==> src/three_phase_sine_pwm_compare_macros.svh <==
// Assertion macros shared by the three-phase sine PWM compare block.
// Included by the RTL files that carry assertions; depends on nothing else.
`ifndef THREE_PHASE_SINE_PWM_COMPARE_MACROS_SVH
`define THREE_PHASE_SINE_PWM_COMPARE_MACROS_SVH
`ifndef SYNTHESIS
// Same-cycle implication, checked at every rising edge out of reset.
`define SPWM_ASSERT_IMPL(lbl, ck, rn, ante, cons, msg) \
    lbl: assert property (@(posedge ck) disable iff (!rn) (ante) |-> (cons)) \
        else $error(msg);
// Implication with a fixed cycle delay between cause and effect.
`define SPWM_ASSERT_DELAY(lbl, ck, rn, ante, n, cons, msg) \
    lbl: assert property (@(posedge ck) disable iff (!rn) (ante) |-> ##(n) (cons)) \
        else $error(msg);
`else
`define SPWM_ASSERT_IMPL(lbl, ck, rn, ante, cons, msg)
`define SPWM_ASSERT_DELAY(lbl, ck, rn, ante, n, cons, msg)
`endif
`endif

==> src/spwm_pkg.sv <==
`timescale 1ns / 1ps
// Package for the three-phase sine PWM compare block: widths, constants,
// the CORDIC word type, the arctangent table and the Q1.15 rounding helper.
// No dependencies.
package spwm_pkg;

    // Phase and trig precision.
    localparam int PHASE_BITS   = 16;
    localparam int TRIG_BITS    = 16;
    localparam int CORDIC_ITERS = (TRIG_BITS < 24) ? TRIG_BITS : 24;
    localparam int ITER_W       = 5;

    // Field and datapath widths.
    localparam int COUNT_W = 32;
    localparam int STEP_W  = 32;
    localparam int AMP_W   = 16;
    localparam int INDEX_W = 16;
    localparam int Q15_W   = 16;
    localparam int CMP_W   = 15;
    localparam int XY_W    = TRIG_BITS + 3;
    localparam int Z_W     = 32;
    localparam int WAVE_W  = 33;
    localparam int PROD_W  = 50;
    localparam int TOTAL_W = 51;
    localparam int LEVEL_W = 34;
    localparam int SCALE_W = 50;

    // APB register map.
    localparam int CFG_ADDR_W = 4;
    localparam int CFG_DATA_W = 32;
    localparam logic [1:0] REG_PHASE_STEP        = 2'd0;
    localparam logic [1:0] REG_CARRIER_AMPLITUDE = 2'd1;
    localparam logic [1:0] REG_MODULATION_INDEX  = 2'd2;

    // Quadrant codes taken from the top two phase bits.
    localparam logic [1:0] QUAD_I   = 2'd0;
    localparam logic [1:0] QUAD_II  = 2'd1;
    localparam logic [1:0] QUAD_III = 2'd2;
    localparam logic [1:0] QUAD_IV  = 2'd3;

    // Cycles from an accepted start to the done strobe being seen.
    localparam int LATENCY = CORDIC_ITERS + 7;

    // CORDIC start vector, 1/gain at TRIG_BITS fraction bits.
    localparam logic [XY_W-1:0] CORDIC_X0 =
        XY_W'((64'd652032874 + (64'd1 << (29 - TRIG_BITS))) >> (30 - TRIG_BITS));

    // sqrt(3)/2 scaled by 2^16.
    localparam logic signed [WAVE_W-1:0] SQRT3_HALF = 33'sd56756;

    // Offset of 1.0 in the level sum, units of 2^-46.
    localparam logic signed [TOTAL_W-1:0] LEVEL_ONE = 51'sd1 <<< 46;

    // Q1.15 conversion shifts.
    localparam int Q15_DN = (TRIG_BITS > 15) ? (TRIG_BITS - 15) : 0;
    localparam int Q15_UP = (TRIG_BITS < 15) ? (15 - TRIG_BITS) : 0;
    localparam logic signed [39:0] Q15_RND = (40'sd1 <<< Q15_DN) >>> 1;

    typedef struct packed {
        logic [1:0]             quad;
        logic signed [XY_W-1:0] x;
        logic signed [XY_W-1:0] y;
        logic signed [Z_W-1:0]  z;
    } cordic_word_t;

    // Arctangent of 2^-i in turns scaled by 2^32.
    function automatic logic [Z_W-1:0] atan_turns(input logic [ITER_W-1:0] idx);
        logic [Z_W-1:0] a;
        unique case (idx)
            5'd0:    a = 32'h20000000;
            5'd1:    a = 32'h12E4051D;
            5'd2:    a = 32'h09FB385B;
            5'd3:    a = 32'h051111D4;
            5'd4:    a = 32'h028B0D43;
            5'd5:    a = 32'h0145D7E1;
            5'd6:    a = 32'h00A2F61E;
            5'd7:    a = 32'h00517C55;
            5'd8:    a = 32'h0028BE53;
            5'd9:    a = 32'h00145F2E;
            5'd10:   a = 32'h000A2F98;
            5'd11:   a = 32'h000517CC;
            5'd12:   a = 32'h00028BE6;
            5'd13:   a = 32'h000145F3;
            5'd14:   a = 32'h0000A2F9;
            5'd15:   a = 32'h0000517C;
            5'd16:   a = 32'h000028BE;
            5'd17:   a = 32'h0000145F;
            5'd18:   a = 32'h00000A2F;
            5'd19:   a = 32'h00000517;
            5'd20:   a = 32'h0000028B;
            5'd21:   a = 32'h00000145;
            5'd22:   a = 32'h000000A2;
            5'd23:   a = 32'h00000051;
            default: a = '0;
        endcase
        return a;
    endfunction

    // Round half up to Q1.15 and saturate to the signed 16-bit range.
    function automatic logic signed [Q15_W-1:0] to_q15(input logic signed [XY_W-1:0] v);
        logic signed [39:0] w;
        logic signed [39:0] r;
        w = 40'(v);
        r = ((w + Q15_RND) >>> Q15_DN) <<< Q15_UP;
        if (r > 40'sd32767) begin
            r = 40'sd32767;
        end
        else if (r < -40'sd32768) begin
            r = -40'sd32768;
        end
        return Q15_W'(r);
    endfunction

endpackage

==> src/spwm_compare_lane.sv <==
`timescale 1ns / 1ps
// One compare lane: scales a phase wave by depth and carrier amplitude
// in three registered steps. Depends on spwm_pkg for widths.
module spwm_compare_lane
(
    input  logic                                clk,
    input  logic signed [spwm_pkg::WAVE_W-1:0]  wave,
    input  logic [spwm_pkg::INDEX_W-1:0]        index,
    input  logic [spwm_pkg::AMP_W-1:0]          amplitude,
    output logic [spwm_pkg::CMP_W-1:0]          compare
);

    logic signed [spwm_pkg::PROD_W-1:0]  prod_reg;
    logic signed [spwm_pkg::PROD_W-1:0]  prod_next;
    logic [spwm_pkg::LEVEL_W-1:0]        level_reg;
    logic [spwm_pkg::LEVEL_W-1:0]        level_next;
    logic [spwm_pkg::CMP_W-1:0]          cmp_reg;
    logic [spwm_pkg::CMP_W-1:0]          cmp_next;
    logic signed [spwm_pkg::TOTAL_W-1:0] total;
    logic [spwm_pkg::SCALE_W-1:0]        scaled;
    logic [spwm_pkg::SCALE_W-33:0]       counts;

    // Depth times wave, units of 2^-46.
    assign prod_next = spwm_pkg::PROD_W'($signed({1'b0, index}))
                     * spwm_pkg::PROD_W'(wave);

    // Add 1.0, clamp negative levels to zero and round half up to units of 2^-30.
    always_comb
    begin
        total = spwm_pkg::TOTAL_W'(prod_reg) + spwm_pkg::LEVEL_ONE;
        if (total[spwm_pkg::TOTAL_W-1])
        begin
            total = '0;
        end
        level_next = spwm_pkg::LEVEL_W'((total + spwm_pkg::TOTAL_W'(32768)) >>> 16);
    end

    // Scale by the carrier amplitude and saturate to the compare range.
    always_comb
    begin
        scaled = spwm_pkg::SCALE_W'(amplitude) * spwm_pkg::SCALE_W'(level_reg);
        counts = scaled[spwm_pkg::SCALE_W-1:32];
        if (counts > (spwm_pkg::SCALE_W-32)'(32767))
        begin
            cmp_next = '1;
        end
        else
        begin
            cmp_next = counts[spwm_pkg::CMP_W-1:0];
        end
    end

    always_ff @(posedge clk)
    begin
        prod_reg  <= prod_next;
        level_reg <= level_next;
        cmp_reg   <= cmp_next;
    end

    assign compare = cmp_reg;

endmodule

==> config.mk <==
export PLATFORM = sky130hd
export DESIGN_NAME = spwm_compare_lane
export DESIGN_NICKNAME = d
export VERILOG_FILES = /design/src/three_phase_sine_pwm_compare_macros.svh /design/src/spwm_pkg.sv /design/src/spwm_compare_lane.sv
export SDC_FILE = /design/constraint.sdc
export NUM_CORES = 2
export LEC_CHECK = 0
export ABC_CLOCK_PERIOD_IN_PS = 8189
export BUFFER_PORTS_ARGS = -buffer_cell sky130_fd_sc_hd__buf_2
export CAP_MARGIN = 20
export CORE_ASPECT_RATIO = 1.2
export CORE_MARGIN = 1.5
export CORE_UTILIZATION = 43
export CTS_CLUSTER_DIAMETER = 50
export CTS_CLUSTER_SIZE = 14
export DETAILED_ROUTE_END_ITERATION = 10
export SETUP_SLACK_MARGIN = 0.2
export SLEW_MARGIN = 20
export SYNTH_ARGS = -nofsm -noshare
export SYNTH_HDL_FRONTEND = slang
export SYNTH_SLANG_ARGS = --single-unit
==> constraint.sdc <==
create_clock -name clk -period 8.19 [get_ports clk]
set_input_delay 0.4095 -clock clk [delete_from_list [all_inputs] [get_ports clk]]
set_output_delay 0.4095 -clock clk [all_outputs]
set_load 0.02 [all_outputs]
==> results.toml <==
[status]
result_of_the_run = "finished clean"

[critical_path]
critical_path_peak_fanout = 16
worst-endpoint-required_ns = 8.43
arrival_ns = 7.68
end_kind = "flop"
setup.worst_path.class = "flop to flop"
setup.worst_path.start_class = "flop"

[job]
maxCapViolations = 0

[grt]
antenna_violations_before_repair = 1
globalRoute.busiestLayer = "met2"
globalRouteMet2Util_pct = 42.53
gr-usage-met1_pct = 28.50
number_of_global_route_vias_before_repair = 29044
grt_use_met3_pct = 1.893
grt_first_pass_wirelength_mm = 156.8
gr-usage-all-layers_pct = 23.06
grt_max_degree = 35
congestion_overflow_gr = 0

[sta]
max_slew.worst_pin.slew_ns = 1.009
report.final.slew_viol_count = 0
hold_viol_final = 0
worst_slack_ns = 0.7448
max_slew_margin_pct = 32.75
layout_min_cycle_time_ns = 7.445
setup-violations-final = 0
fin_tns_setup_ns = 0
grt_setup_unrepaired = "false"
finClkSkew_ns = 0.01559
max_freq_mhz = 134.3
finalCritPeriodShare_pct = 90.91

[finish]
design.final.nets = 5307
multi_input_comb_area_um2 = 30520
largest_reg_flops = 35
register_area_um2 = 1682
n_fill_cell = 8396
syn2layout_area_growth_pct = 4.685
layout-drive-gt1-share_pct = 3.717

[cts]
ctsHoldBuffers = 0
cts_tree = "built"
clock_latency_ns = 0.37
cts.clk_slew.worst_paths_ns = 0.07
cts_made_buffers = 9
clock_sinks = 84
cts.repair_timing.setup_buffer_count = 0
cts.htree.levels = 3
cts_resized = 0
clock-root-buffer = "sky130_fd_sc_hd__clkbuf_16"
ctsLongestPathBuffers = 2

[detailed_routing]
drt_pre_antenna_iters = 5
final_antenna_net_count = 0
routed_wire_length_per_instance_um = 18.54
viasPerCell = 5.090
detail_route.wirelength_mm = 96.28
vias = 26431
drt-initial-drc-count = 1393
route.detailed.drc = 0

[min_path]
timing.hold.worst.class = "flop to flop"

[yosys]
post_synthesis_cells = 4109
ys.flop_type = "sky130_fd_sc_hd__dfxtp_1"
synth_common_cells = "sky130_fd_sc_hd__inv_1, sky130_fd_sc_hd__fa_1, sky130_fd_sc_hd__nand2_1"
synth_register_bits = 84
postSynthAreaPerCell_um2 = 8.931
ys_warn_count = 0
synthesis.area_um2 = 36700
edff_count_synth = 0
synth_sequential_area_ratio_pct = 4.582
yosysTopAreaCellShare_pct = 51.61
synth-async-reset-ratio_pct = 0
synth_largest_area_cell = "sky130_fd_sc_hd__fa_1"
yosys.cell_types.count = 64
synth_nets = 5359
yosysMostFrequentCell = "sky130_fd_sc_hd__inv_1"
ys_top_cells_by_area = "sky130_fd_sc_hd__fa_1, sky130_fd_sc_hd__inv_1, sky130_fd_sc_hd__ha_1"

[floorplan]
top_level_ports = 81
die_width_um = 269.7
floorplan.rows = 117
floorplan.die.height_um = 323.0
initial_core_util_pct = 43.30
area_inside_the_core_boundary_um2 = 84760
die_area_um2 = 87110

[placement]
detailed_place_hpwl_mm = 75.71
placement.setup.worst_slack_ns = 0.5552
gpl.final_weighted_congestion = 0.8882
io_buffer_count = 80
layout by cell type, fill, tap and decap left out, types with 5 or more instances in the layout:
master / synthesis / layout
sky130_fd_sc_hd__and2_1: 421 / 421
sky130_fd_sc_hd__nor3_1: 12 / 12
sky130_fd_sc_hd__nor2_1: 52 / 52
sky130_fd_sc_hd__and4_1: 6 / 6
sky130_fd_sc_hd__xnor2_1: 51 / 51
sky130_fd_sc_hd__nand2_1: 734 / 734
sky130_fd_sc_hd__inv_1: 1012 / 1012
sky130_fd_sc_hd__xor2_1: 38 / 38
sky130_fd_sc_hd__dfxtp_1: 84 / 84
sky130_fd_sc_hd__a21o_1: 33 / 33
sky130_fd_sc_hd__nand3_1: 30 / 30
sky130_fd_sc_hd__fa_1: 946 / 946
sky130_fd_sc_hd__and3_1: 15 / 15
sky130_fd_sc_hd__nor2b_1: 5 / 5
sky130_fd_sc_hd__clkbuf_16: 0 / 9
sky130_fd_sc_hd__or3_1: 7 / 7
sky130_fd_sc_hd__buf_4: 1 / 40
sky130_fd_sc_hd__o21bai_1: 7 / 7
sky130_fd_sc_hd__nand2b_1: 5 / 5
sky130_fd_sc_hd__nand4_1: 26 / 26
sky130_fd_sc_hd__buf_2: 1 / 80
sky130_fd_sc_hd__o211ai_1: 8 / 8
sky130_fd_sc_hd__a21oi_1: 82 / 82
sky130_fd_sc_hd__a31oi_1: 13 / 13
sky130_fd_sc_hd__o21ai_0: 32 / 32
sky130_fd_sc_hd__ha_1: 238 / 238
through the flow:
| step | hold WS (ns) | std cells | cell area [um^2] | utilization (%) |
|---|---|---|---|---|
| after floorplan | 0.4584 | 4109 | 36700 | - |
| after global placement | 0.4771 | 5176 | 38110 | 44.97 |
| after detailed placement | 0.4799 | 5176 | 38110 | 44.97 |
| after CTS | 0.4915 | 5192 | 38410 | 45.32 |
| after global routing | 0.5076 | 5192 | 38410 | 45.32 |
| final | 0.4953 | 5193 | 38420 | 45.32 |
critical path: stages, from the launching register on:
cell	delay, ns
sky130_fd_sc_hd__dfxtp_1	0.94
sky130_fd_sc_hd__nand2_1	0.18
sky130_fd_sc_hd__fa_1	0.57
sky130_fd_sc_hd__inv_1	0.05
sky130_fd_sc_hd__fa_1	0.57
sky130_fd_sc_hd__fa_1	0.44
sky130_fd_sc_hd__fa_1	0.41
sky130_fd_sc_hd__fa_1	0.52
sky130_fd_sc_hd__inv_1	0.05
sky130_fd_sc_hd__fa_1	0.47
sky130_fd_sc_hd__inv_1	0.04
sky130_fd_sc_hd__ha_1	0.38
sky130_fd_sc_hd__nand4_1	0.15
sky130_fd_sc_hd__nor4_1	0.85
sky130_fd_sc_hd__nand4_1	0.23
sky130_fd_sc_hd__o221ai_1	0.41
sky130_fd_sc_hd__o2111ai_1	0.18
sky130_fd_sc_hd__a21oi_1	0.26
sky130_fd_sc_hd__o21a_1	0.14
sky130_fd_sc_hd__o221a_2	0.36
sky130_fd_sc_hd__nand2_1	0.08
logic make-up after synthesis:
group                    count (synthesis)  synth area share [%]
adder cells (fa/ha/maj)               1184                 59.72
XOR/XNOR                                89                 2.124
buffers and inverters                 1195                 12.26
AO/OA/AOI/OAI                          225                 3.901
flip-flops                              84                 4.582
AND/OR/NAND/NOR                       1332                 17.42
path summary, 6_finish.rpt:
check	start	endpoint	slack, ns	cells after the start
max	level_reg[21]	compare[1]	0.74	20
min	prod_reg[23]	level_reg[7]	0.50	2
max reg2reg	level_reg[21]	compare[1]	0.74	20
min reg2reg	prod_reg[23]	level_reg[7]	0.50	2
per-layer routing:
metal | vias up | wire length, um | part of all wire (%)
met5 | - | 13 | 0.014
met4 | 2 | 3181 | 3.3
met3 | 177 | 4710 | 4.9
met2 | 745 | 50020 | 52
met1 | 13739 | 38360 | 40
li1 | 11768 | - | -
cell type report:
type                            instances  share of cell area (%)
Clock buffer                            9                  0.5862
Tap cell                             1130                   3.680
Sequential cell                        84                   4.377
Antenna cell                            1                0.006514
Clock inverter                          7                  0.1987
Timing Repair Buffer                  120                   1.824
Inverter                             1012                   9.888
Multi-Input combinational cell       2830                   79.44
Power is not shown: default switching activity piles up to over one toggle a cycle in this logic, so the estimate is an artifact.
