$ cat src/three_phase_sine_pwm_compare_macros.svh
// Assertion macros shared by the three-phase sine PWM compare block.
// Included by the RTL files that carry assertions; depends on nothing else.
`ifndef THREE_PHASE_SINE_PWM_COMPARE_MACROS_SVH
`define THREE_PHASE_SINE_PWM_COMPARE_MACROS_SVH
`ifndef SYNTHESIS
// Same-cycle implication, checked at every rising edge out of reset.
`define SPWM_ASSERT_IMPL(lbl, ck, rn, ante, cons, msg) \
    lbl: assert property (@(posedge ck) disable iff (!rn) (ante) |-> (cons)) \
        else $error(msg);
// Implication with a fixed cycle delay between cause and effect.
`define SPWM_ASSERT_DELAY(lbl, ck, rn, ante, n, cons, msg) \
    lbl: assert property (@(posedge ck) disable iff (!rn) (ante) |-> ##(n) (cons)) \
        else $error(msg);
`else
`define SPWM_ASSERT_IMPL(lbl, ck, rn, ante, cons, msg)
`define SPWM_ASSERT_DELAY(lbl, ck, rn, ante, n, cons, msg)
`endif
`endif

$ cat src/spwm_pkg.sv
`timescale 1ns / 1ps
// Package for the three-phase sine PWM compare block: widths, constants,
// the CORDIC word type, the arctangent table and the Q1.15 rounding helper.
// No dependencies.
package spwm_pkg;

    // Phase and trig precision.
    localparam int PHASE_BITS   = 16;
    localparam int TRIG_BITS    = 16;
    localparam int CORDIC_ITERS = (TRIG_BITS < 24) ? TRIG_BITS : 24;
    localparam int ITER_W       = 5;

    // Field and datapath widths.
    localparam int COUNT_W = 32;
    localparam int STEP_W  = 32;
    localparam int AMP_W   = 16;
    localparam int INDEX_W = 16;
    localparam int Q15_W   = 16;
    localparam int CMP_W   = 15;
    localparam int XY_W    = TRIG_BITS + 3;
    localparam int Z_W     = 32;
    localparam int WAVE_W  = 33;
    localparam int PROD_W  = 50;
    localparam int TOTAL_W = 51;
    localparam int LEVEL_W = 34;
    localparam int SCALE_W = 50;

    // APB register map.
    localparam int CFG_ADDR_W = 4;
    localparam int CFG_DATA_W = 32;
    localparam logic [1:0] REG_PHASE_STEP        = 2'd0;
    localparam logic [1:0] REG_CARRIER_AMPLITUDE = 2'd1;
    localparam logic [1:0] REG_MODULATION_INDEX  = 2'd2;

    // Quadrant codes taken from the top two phase bits.
    localparam logic [1:0] QUAD_I   = 2'd0;
    localparam logic [1:0] QUAD_II  = 2'd1;
    localparam logic [1:0] QUAD_III = 2'd2;
    localparam logic [1:0] QUAD_IV  = 2'd3;

    // Cycles from an accepted start to the done strobe being seen.
    localparam int LATENCY = CORDIC_ITERS + 7;

    // CORDIC start vector, 1/gain at TRIG_BITS fraction bits.
    localparam logic [XY_W-1:0] CORDIC_X0 =
        XY_W'((64'd652032874 + (64'd1 << (29 - TRIG_BITS))) >> (30 - TRIG_BITS));

    // sqrt(3)/2 scaled by 2^16.
    localparam logic signed [WAVE_W-1:0] SQRT3_HALF = 33'sd56756;

    // Offset of 1.0 in the level sum, units of 2^-46.
    localparam logic signed [TOTAL_W-1:0] LEVEL_ONE = 51'sd1 <<< 46;

    // Q1.15 conversion shifts.
    localparam int Q15_DN = (TRIG_BITS > 15) ? (TRIG_BITS - 15) : 0;
    localparam int Q15_UP = (TRIG_BITS < 15) ? (15 - TRIG_BITS) : 0;
    localparam logic signed [39:0] Q15_RND = (40'sd1 <<< Q15_DN) >>> 1;

    typedef struct packed {
        logic [1:0]             quad;
        logic signed [XY_W-1:0] x;
        logic signed [XY_W-1:0] y;
        logic signed [Z_W-1:0]  z;
    } cordic_word_t;

    // Arctangent of 2^-i in turns scaled by 2^32.
    function automatic logic [Z_W-1:0] atan_turns(input logic [ITER_W-1:0] idx);
        logic [Z_W-1:0] a;
        unique case (idx)
            5'd0:    a = 32'h20000000;
            5'd1:    a = 32'h12E4051D;
            5'd2:    a = 32'h09FB385B;
            5'd3:    a = 32'h051111D4;
            5'd4:    a = 32'h028B0D43;
            5'd5:    a = 32'h0145D7E1;
            5'd6:    a = 32'h00A2F61E;
            5'd7:    a = 32'h00517C55;
            5'd8:    a = 32'h0028BE53;
            5'd9:    a = 32'h00145F2E;
            5'd10:   a = 32'h000A2F98;
            5'd11:   a = 32'h000517CC;
            5'd12:   a = 32'h00028BE6;
            5'd13:   a = 32'h000145F3;
            5'd14:   a = 32'h0000A2F9;
            5'd15:   a = 32'h0000517C;
            5'd16:   a = 32'h000028BE;
            5'd17:   a = 32'h0000145F;
            5'd18:   a = 32'h00000A2F;
            5'd19:   a = 32'h00000517;
            5'd20:   a = 32'h0000028B;
            5'd21:   a = 32'h00000145;
            5'd22:   a = 32'h000000A2;
            5'd23:   a = 32'h00000051;
            default: a = '0;
        endcase
        return a;
    endfunction

    // Round half up to Q1.15 and saturate to the signed 16-bit range.
    function automatic logic signed [Q15_W-1:0] to_q15(input logic signed [XY_W-1:0] v);
        logic signed [39:0] w;
        logic signed [39:0] r;
        w = 40'(v);
        r = ((w + Q15_RND) >>> Q15_DN) <<< Q15_UP;
        if (r > 40'sd32767) begin
            r = 40'sd32767;
        end
        else if (r < -40'sd32768) begin
            r = -40'sd32768;
        end
        return Q15_W'(r);
    endfunction

endpackage

$ cat src/spwm_cordic_cell.sv
`timescale 1ns / 1ps
// One rotation-mode CORDIC cell: a single micro-rotation, registered.
// Depends on spwm_pkg for the word type and the arctangent table.
module spwm_cordic_cell
(
    input  logic                        clk,
    input  logic                        rst_n,
    input  logic [spwm_pkg::ITER_W-1:0] iter,
    input  spwm_pkg::cordic_word_t      word_in,
    input  logic                        valid_in,
    output spwm_pkg::cordic_word_t      word_out,
    output logic                        valid_out
);

    spwm_pkg::cordic_word_t                word_reg;
    spwm_pkg::cordic_word_t                word_next;
    logic                                  vld_reg;
    logic                                  vld_next;
    logic signed [spwm_pkg::XY_W-1:0]      dx;
    logic signed [spwm_pkg::XY_W-1:0]      dy;
    logic signed [spwm_pkg::Z_W-1:0]       ang;

    // Rotate toward zero residual angle; shifts floor toward minus infinity.
    always_comb
    begin
        dx  = word_in.y >>> iter;
        dy  = word_in.x >>> iter;
        ang = $signed(spwm_pkg::atan_turns(iter));
        word_next.quad = word_in.quad;
        if (!word_in.z[spwm_pkg::Z_W-1])
        begin
            word_next.x = word_in.x - dx;
            word_next.y = word_in.y + dy;
            word_next.z = word_in.z - ang;
        end
        else
        begin
            word_next.x = word_in.x + dx;
            word_next.y = word_in.y - dy;
            word_next.z = word_in.z + ang;
        end
        vld_next = valid_in;
    end

    // Valid flag is control state; the word itself needs no reset.
    always_ff @(posedge clk or negedge rst_n)
    begin
        if (!rst_n)
        begin
            vld_reg <= 1'b0;
        end
        else
        begin
            vld_reg <= vld_next;
        end
    end

    always_ff @(posedge clk)
    begin
        word_reg <= word_next;
    end

    assign word_out  = word_reg;
    assign valid_out = vld_reg;

endmodule

$ cat config.mk
export PLATFORM = sky130hd
export DESIGN_NAME = spwm_cordic_cell
export DESIGN_NICKNAME = d
export VERILOG_FILES = /design/src/three_phase_sine_pwm_compare_macros.svh /design/src/spwm_pkg.sv /design/src/spwm_cordic_cell.sv
export SDC_FILE = /design/constraint.sdc
export NUM_CORES = 1
export LEC_CHECK = 0
export CAP_MARGIN = 20
export CORE_ASPECT_RATIO = 1.5
export CORE_MARGIN = 4
export CORE_UTILIZATION = 67
export DETAILED_ROUTE_END_ITERATION = 7
export DONT_BUFFER_PORTS = 1
export HOLD_SLACK_MARGIN = 0.06
export PLACE_DENSITY_LB_ADDON = 0.25
export SLEW_MARGIN = 20
export SYNTH_ARGS = -nofsm -noshare
export SYNTH_HDL_FRONTEND = slang
export SYNTH_SLANG_ARGS = --single-unit
$ cat constraint.sdc
create_clock -name clk -period 0.8 [get_ports clk]
set_input_delay 0.12 -clock clk [delete_from_list [all_inputs] [get_ports clk]]
set_output_delay 0.12 -clock clk [all_outputs]
set_load 0.05 [all_outputs]
==> out/results.tsv, run 1 <==
stage	metric	value	unit
status	status	aborted with a tool error	
status	Halt Stage	detailed placement (3_5_place_dp)	
status	error msg	[ERROR DPL-0033] detailed placement checks failed during check placement.	
logic_synthesis	Most used DFF post-synth	dfxtp_1	
logic_synthesis	syn nets	1262	
placed_design	GPL Wtd Cong	1.10	
die	Die Span Y	150	um
die	Initial Util	0.688	
logic_synthesis	cell count after synthesis	1099	
logic_synthesis	EDFF count, synth	0	
logic_synthesis	Yosys cell types	90	
logic_synthesis	post-synthesis register bit count	73	
logic_synthesis	leading post-synthesis cells by cell area	dfxtp_1 (16%), ha_1 (11%), mux4_2 (9.0%), xnor2_1 (7.2%), a21oi_1 (5.8%)	
logic_synthesis	YS warnings	0	
logic_synthesis	Netlist Area Pre-Place	9000	um2
logic_synthesis	Yosys top cell area share	0.160	
die	I/O Pins	153	
logic_synthesis	Mean Syn Cell Area	8.19	um2
die	FP Rows	51	
die	Die X	103	um
logic_synthesis	sequential area share after synthesis	0.163	
logic_synthesis	Synth area leader	dfxtp_1	
placed_design	dpl hpwl	41200	um
placed_design	input/output buffers	0	
logic_synthesis	Async S/R FF share, synth	0.0137	
==> cells by family after synthesis <==
| logic type | count (synthesis) | share of synthesized area |
|---|---|---|
| AO/OA/AOI/OAI | 321 | 0.229 |
| buffers and inverters | 100 | 0.0507 |
| XOR/XNOR | 122 | 0.120 |
| multiplexers | 75 | 0.139 |
| adder cells (fa/ha/maj) | 83 | 0.118 |
| flip-flops | 73 | 0.163 |
| AND/OR/NAND/NOR | 325 | 0.180 |
==> Yosys cell counts, drive strengths merged (21+ instances only) <==
library cell    n
nand3          21
nand2          93
a31oi          27
ha             80
a21o           22
nor2          102
o21ai          58
nor3           25
xor2           47
clkbuf         29
inv            36
a21oi         105
xnor2          74
mux4           37
dfxtp          72
buf            34
==> per-stage QoR <==
stage	TNS, ps	hold WS [ps]	area, um2	instances
after global placement	-176860	-176	13100	1614
after floorplan	-180550	-176	9200	1099
==> run 2, diff against run 1 <==
--- a/config.mk
+++ b/config.mk
@@ -6,13 +6,11 @@
 export NUM_CORES = 1
 export LEC_CHECK = 0
 export CAP_MARGIN = 20
-export CORE_ASPECT_RATIO = 1.5
 export CORE_MARGIN = 4
-export CORE_UTILIZATION = 67
+export CORE_UTILIZATION = 40
 export DETAILED_ROUTE_END_ITERATION = 7
 export DONT_BUFFER_PORTS = 1
-export HOLD_SLACK_MARGIN = 0.06
-export PLACE_DENSITY_LB_ADDON = 0.25
+export PLACE_DENSITY_LB_ADDON = 0.15
 export SLEW_MARGIN = 20
 export SYNTH_ARGS = -nofsm -noshare
 export SYNTH_HDL_FRONTEND = slang
==> run 2 against run 1 <==
Synthesized cell count unchanged. The flow now finishes, with violations (hold timing, setup timing). Synthesized area is the same.
==> out/results.tsv, run 2 <==
stage	metric	value	unit	change
finish	nets@finish	1705		
die	Core Region	22000	um2	
setup_path	crit path max-delay cell type	and4bb_4		
routing	Iter 0 DRT Violations	701		
worst_hold_path	Hold Path Cell Cnt	1		
logic_synthesis	Most used DFF post-synth	dfxtp_1		unchanged
logic_synthesis	Yosys top cell area share	0.160		unchanged
global_routing	global route overflow	0		
setup_path	Worst Path Max Fanout	65		
placed_design	dpl hpwl	23900	um	was 41200 um
sta	Fin. Hold Viols	3		
status	status	finished, violations left		was aborted with a tool error
placed_design	Cell Area, Placed	13300	um2	
sta	RSZ-0062 raised after global routing	yes		
global_routing	vias in the first global route	10200		
routing	Routed Antenna Nets	0		
sta	FMAX	258	MHz	
setup_path	Crit Path Class	input port to flip-flop		
finish	post-route design area	15200	um2	
logic_synthesis	Synth area leader	dfxtp_1		unchanged
cts	CTS Hold Buffers Added	7		
logic_synthesis	Yosys cell types	90		unchanged
logic_synthesis	XOR/XNOR Fraction of Synth Area	0.120		unchanged
finish	multi-input logic area	8030	um2	
global_routing	number of antenna violations at the first check in global routing	0		
power_and_ir_drop	power density cells	2340	nW/um2	
routing	Vias/cell	5.67		
power_and_ir_drop	Leak Pwr	6.75	nW	
finish	Core Util, Final	0.692		
logic_synthesis	multiplexer share of the synthesized area	0.139		unchanged
routing	final wirelength	33000	um	
logic_synthesis	Async S/R FF share, synth	0.0137		unchanged
logic_synthesis	leading post-synthesis cells by cell area	dfxtp_1 (16%), ha_1 (11%), mux4_2 (9.0%), xnor2_1 (7.2%), a21oi_1 (5.8%)		unchanged
sta	worst setup margin	-3070	ps	
setup_path	crit-path leading delay family	compound AO/OA/AOI/OAI gates		
setup_path	Buf/Inv on CP	3		
cts	CTS tree	done		
setup_path	Setup crit end kind	flip-flop		
logic_synthesis	sequential area share after synthesis	0.163		unchanged
sta	Tightest Pin Transition	628	ps	
finish	filler instances	1669		
logic_synthesis	cell count after synthesis	1099		unchanged
cts	clk slew on worst S/H paths	60	ps	
placed_design	input/output buffers	0		unchanged
setup_path	crit path DAT	4150	ps	
placed_design	DP Worst Slack	-3530	ps	
sta	worst hold slack	-58.7	ps	
die	I/O Pins	153		unchanged
cts	Root Driver	clkbuf_16		
setup_path	Critical Path RT	1080	ps	
routing	drt pass-1 iters	5		
finish	ANT cells	0		
finish	commonest non-fill, non-tap cell in the layout	buf_4		
die	Die X	158	um	was 103 um
sta	crit share post-route	4.84		
global_routing	GR Util met1	0.305		
status	failing checks	hold timing, setup timing		
global_routing	Total GRT Usage	0.253		
die	FP Rows	54		was 51
logic_synthesis	YS warnings	0		unchanged
setup_path	Critical Path Most Common Cell	a21oi_2		
logic_synthesis	top post-synthesis cells by count	a21oi_1 (105), nor2_1 (101), nand2_1 (93), ha_1 (80), xnor2_1 (74)		unchanged
power_and_ir_drop	internal power	21.2	mW	
die	Die ar.	25000	um2	
power_and_ir_drop	Logic pwr share	0.672		
finish	layout cells sized above 1	0.529		
logic_synthesis	syn nets	1262		unchanged
logic_synthesis	Compound-Gate Fraction of Synth Area	0.229		unchanged
logic_synthesis	post-synthesis register bit count	73		unchanged
placed_design	GPL Wtd Cong	0.918		was 1.10
finish	FF+latch area	1560	um2	
power_and_ir_drop	Sw Pwr	14.3	mW	
worst_hold_path	Hold Crit Endpoint	word_out[51]		
logic_synthesis	adder-cell share of the synthesized area	0.118		unchanged
setup_path	CP peak stage delay	380	ps	
finish	Layout area overhead	68.8	%	
sta	Setup-failing EPs final	143		
cts	CTS Buf Count	9		
die	Initial Util	0.410		was 0.688
logic_synthesis	Netlist Area Pre-Place	9000	um2	unchanged
worst_hold_path	hold_sp	word_in[51]		
logic_synthesis	EDFF count, synth	0		unchanged
global_routing	GR Util met2	0.455		
finish	most frequent cells in the layout	buf_4 (393), nand2_1 (88), nor2_1 (81), buf_12 (74), dfxtp_2 (72)		
logic_synthesis	largest family of logic cells by synthesized area	compound AO/OA/AOI/OAI gates		unchanged
sta	Tmin final	3870	ps	
setup_path	startpoint types	input port		
logic_synthesis	Mean Syn Cell Area	8.19	um2	unchanged
flow_run	total of max-cap violations	0		
worst_hold_path	Hold Crit Class	input port to flip-flop		
setup_path	Worst Setup SP	iter[1]		
power_and_ir_drop	Net Sw Frac	0.402		
die	Die Span Y	158	um	was 150 um
sta	Max-slew headroom	0.580		
power_and_ir_drop	proportion of power drawn by the clock network	0.142		
sta	Slew Limit Fails	0		
setup_path	Critical Path, Cell by Cell	clkinvlp_4 > ha_4 > or3b_4 > a21oi_2 > o32ai_1 > nor2_1 > nand2_1 > and4bb_4 > a31oi_4 > buf_6 > xor2_1 > ha_1 > and4_4 > a21oi_2 > o21ai_2 > a221o_1 > a41oi_2 > o31ai_4 > buf_4 > a21o_1 > a21oi_2 > xnor2_1		
power_and_ir_drop	Reg power frac	0.187		
routing	mean routed wirelength per cell	18.1	um	
global_routing	largest net degree at the start of global routing	78		
logic_synthesis	most frequent cell after synthesis	a21oi_1		unchanged
logic_synthesis	simple-gate area share of the yosys netlist	0.180		unchanged
global_routing	Most Crowded Layer GR	met2		
cts	CTS sink cnt	73		
global_routing	grt met3 use	0.0437		
cts	H-tree levels	3		
routing	total number of vias	10400		
cts	Longest Clk Path Bufs	2		
routing	DRC	0		
finish	max FFs per register	72		
power_and_ir_drop	VDD IR max	1.78	mV	
global_routing	first-pass GRT wire length	51300	um	
run 2: cells by family after synthesis:
group | after synthesis
buf+inv | 100
simple gates | 325
fa+ha+maj | 83
compound gates | 321
flops | 73
xor+xnor | 122
mux | 75
run 2: what timing repair did:
action                                 in CTS  in global routing
setup endpoints to repair                 143                143
pin swaps                                  97                 76
endpoints found under the hold margin       9                  3
buffers inserted                           46                 21
gates resized for setup                   220                 76
run 2: how the worst max path moves through the flow:
| stage | endpoint | slack (ps) | cells after the start |
|---|---|---|---|
| floorplan | word_out[31] | -3730 | 27 |
| global placement | word_out[69] | -3430 | 20 |
| detailed placement | word_out[45] | -3530 | 18 |
| CTS | word_out[31] | -2990 | 22 |
| global route | word_out[30] | -3290 | 21 |
| finish | word_out[29] | -3070 | 22 |
run 2: metal layers:
metal	part of all wire	vias up
met3	0.064	83
met4	0.033	0
met5	0	-
met1	0.39	4943
met2	0.51	396
li1	-	4929
run 2: power by group through the flow:
stage          registers, mW  logic, mW  clock network, mW
2_1_floorplan           10.7       6.49                  0
3_3_place_gp            6.38       21.3                  0
6_report                6.63       23.8               5.03
4_1_cts                 6.65       22.9               5.17
3_5_place_dp            6.39       21.5                  0
5_1_grt                 6.79       25.1               5.31
run 2: layout make-up:
class / count / share of cell area
Multi-Input combinational cell: 926 / 0.529
Clock inverter: 4 / 0.00642
Inverter: 37 / 0.00972
Sequential cell: 73 / 0.102
Clock buffer: 12 / 0.0175
Tap cell: 280 / 0.0231
Timing Repair Buffer: 495 / 0.312
run 2: stage by stage:
step                      hold WS [ps]  power, mW  instances  TNS [ps]
after floorplan                   -176       17.2       1099   -180550
after global placement            -176       27.7       1743   -180800
after detailed placement          -176       27.9       1743   -184190
after CTS                        -69.4       34.7       1808   -164500
after global routing             -61.9       37.2       1827   -185590
final                            -58.7       35.5       1827   -174730
No activity file was read; power rests on OpenSTA's default activity.
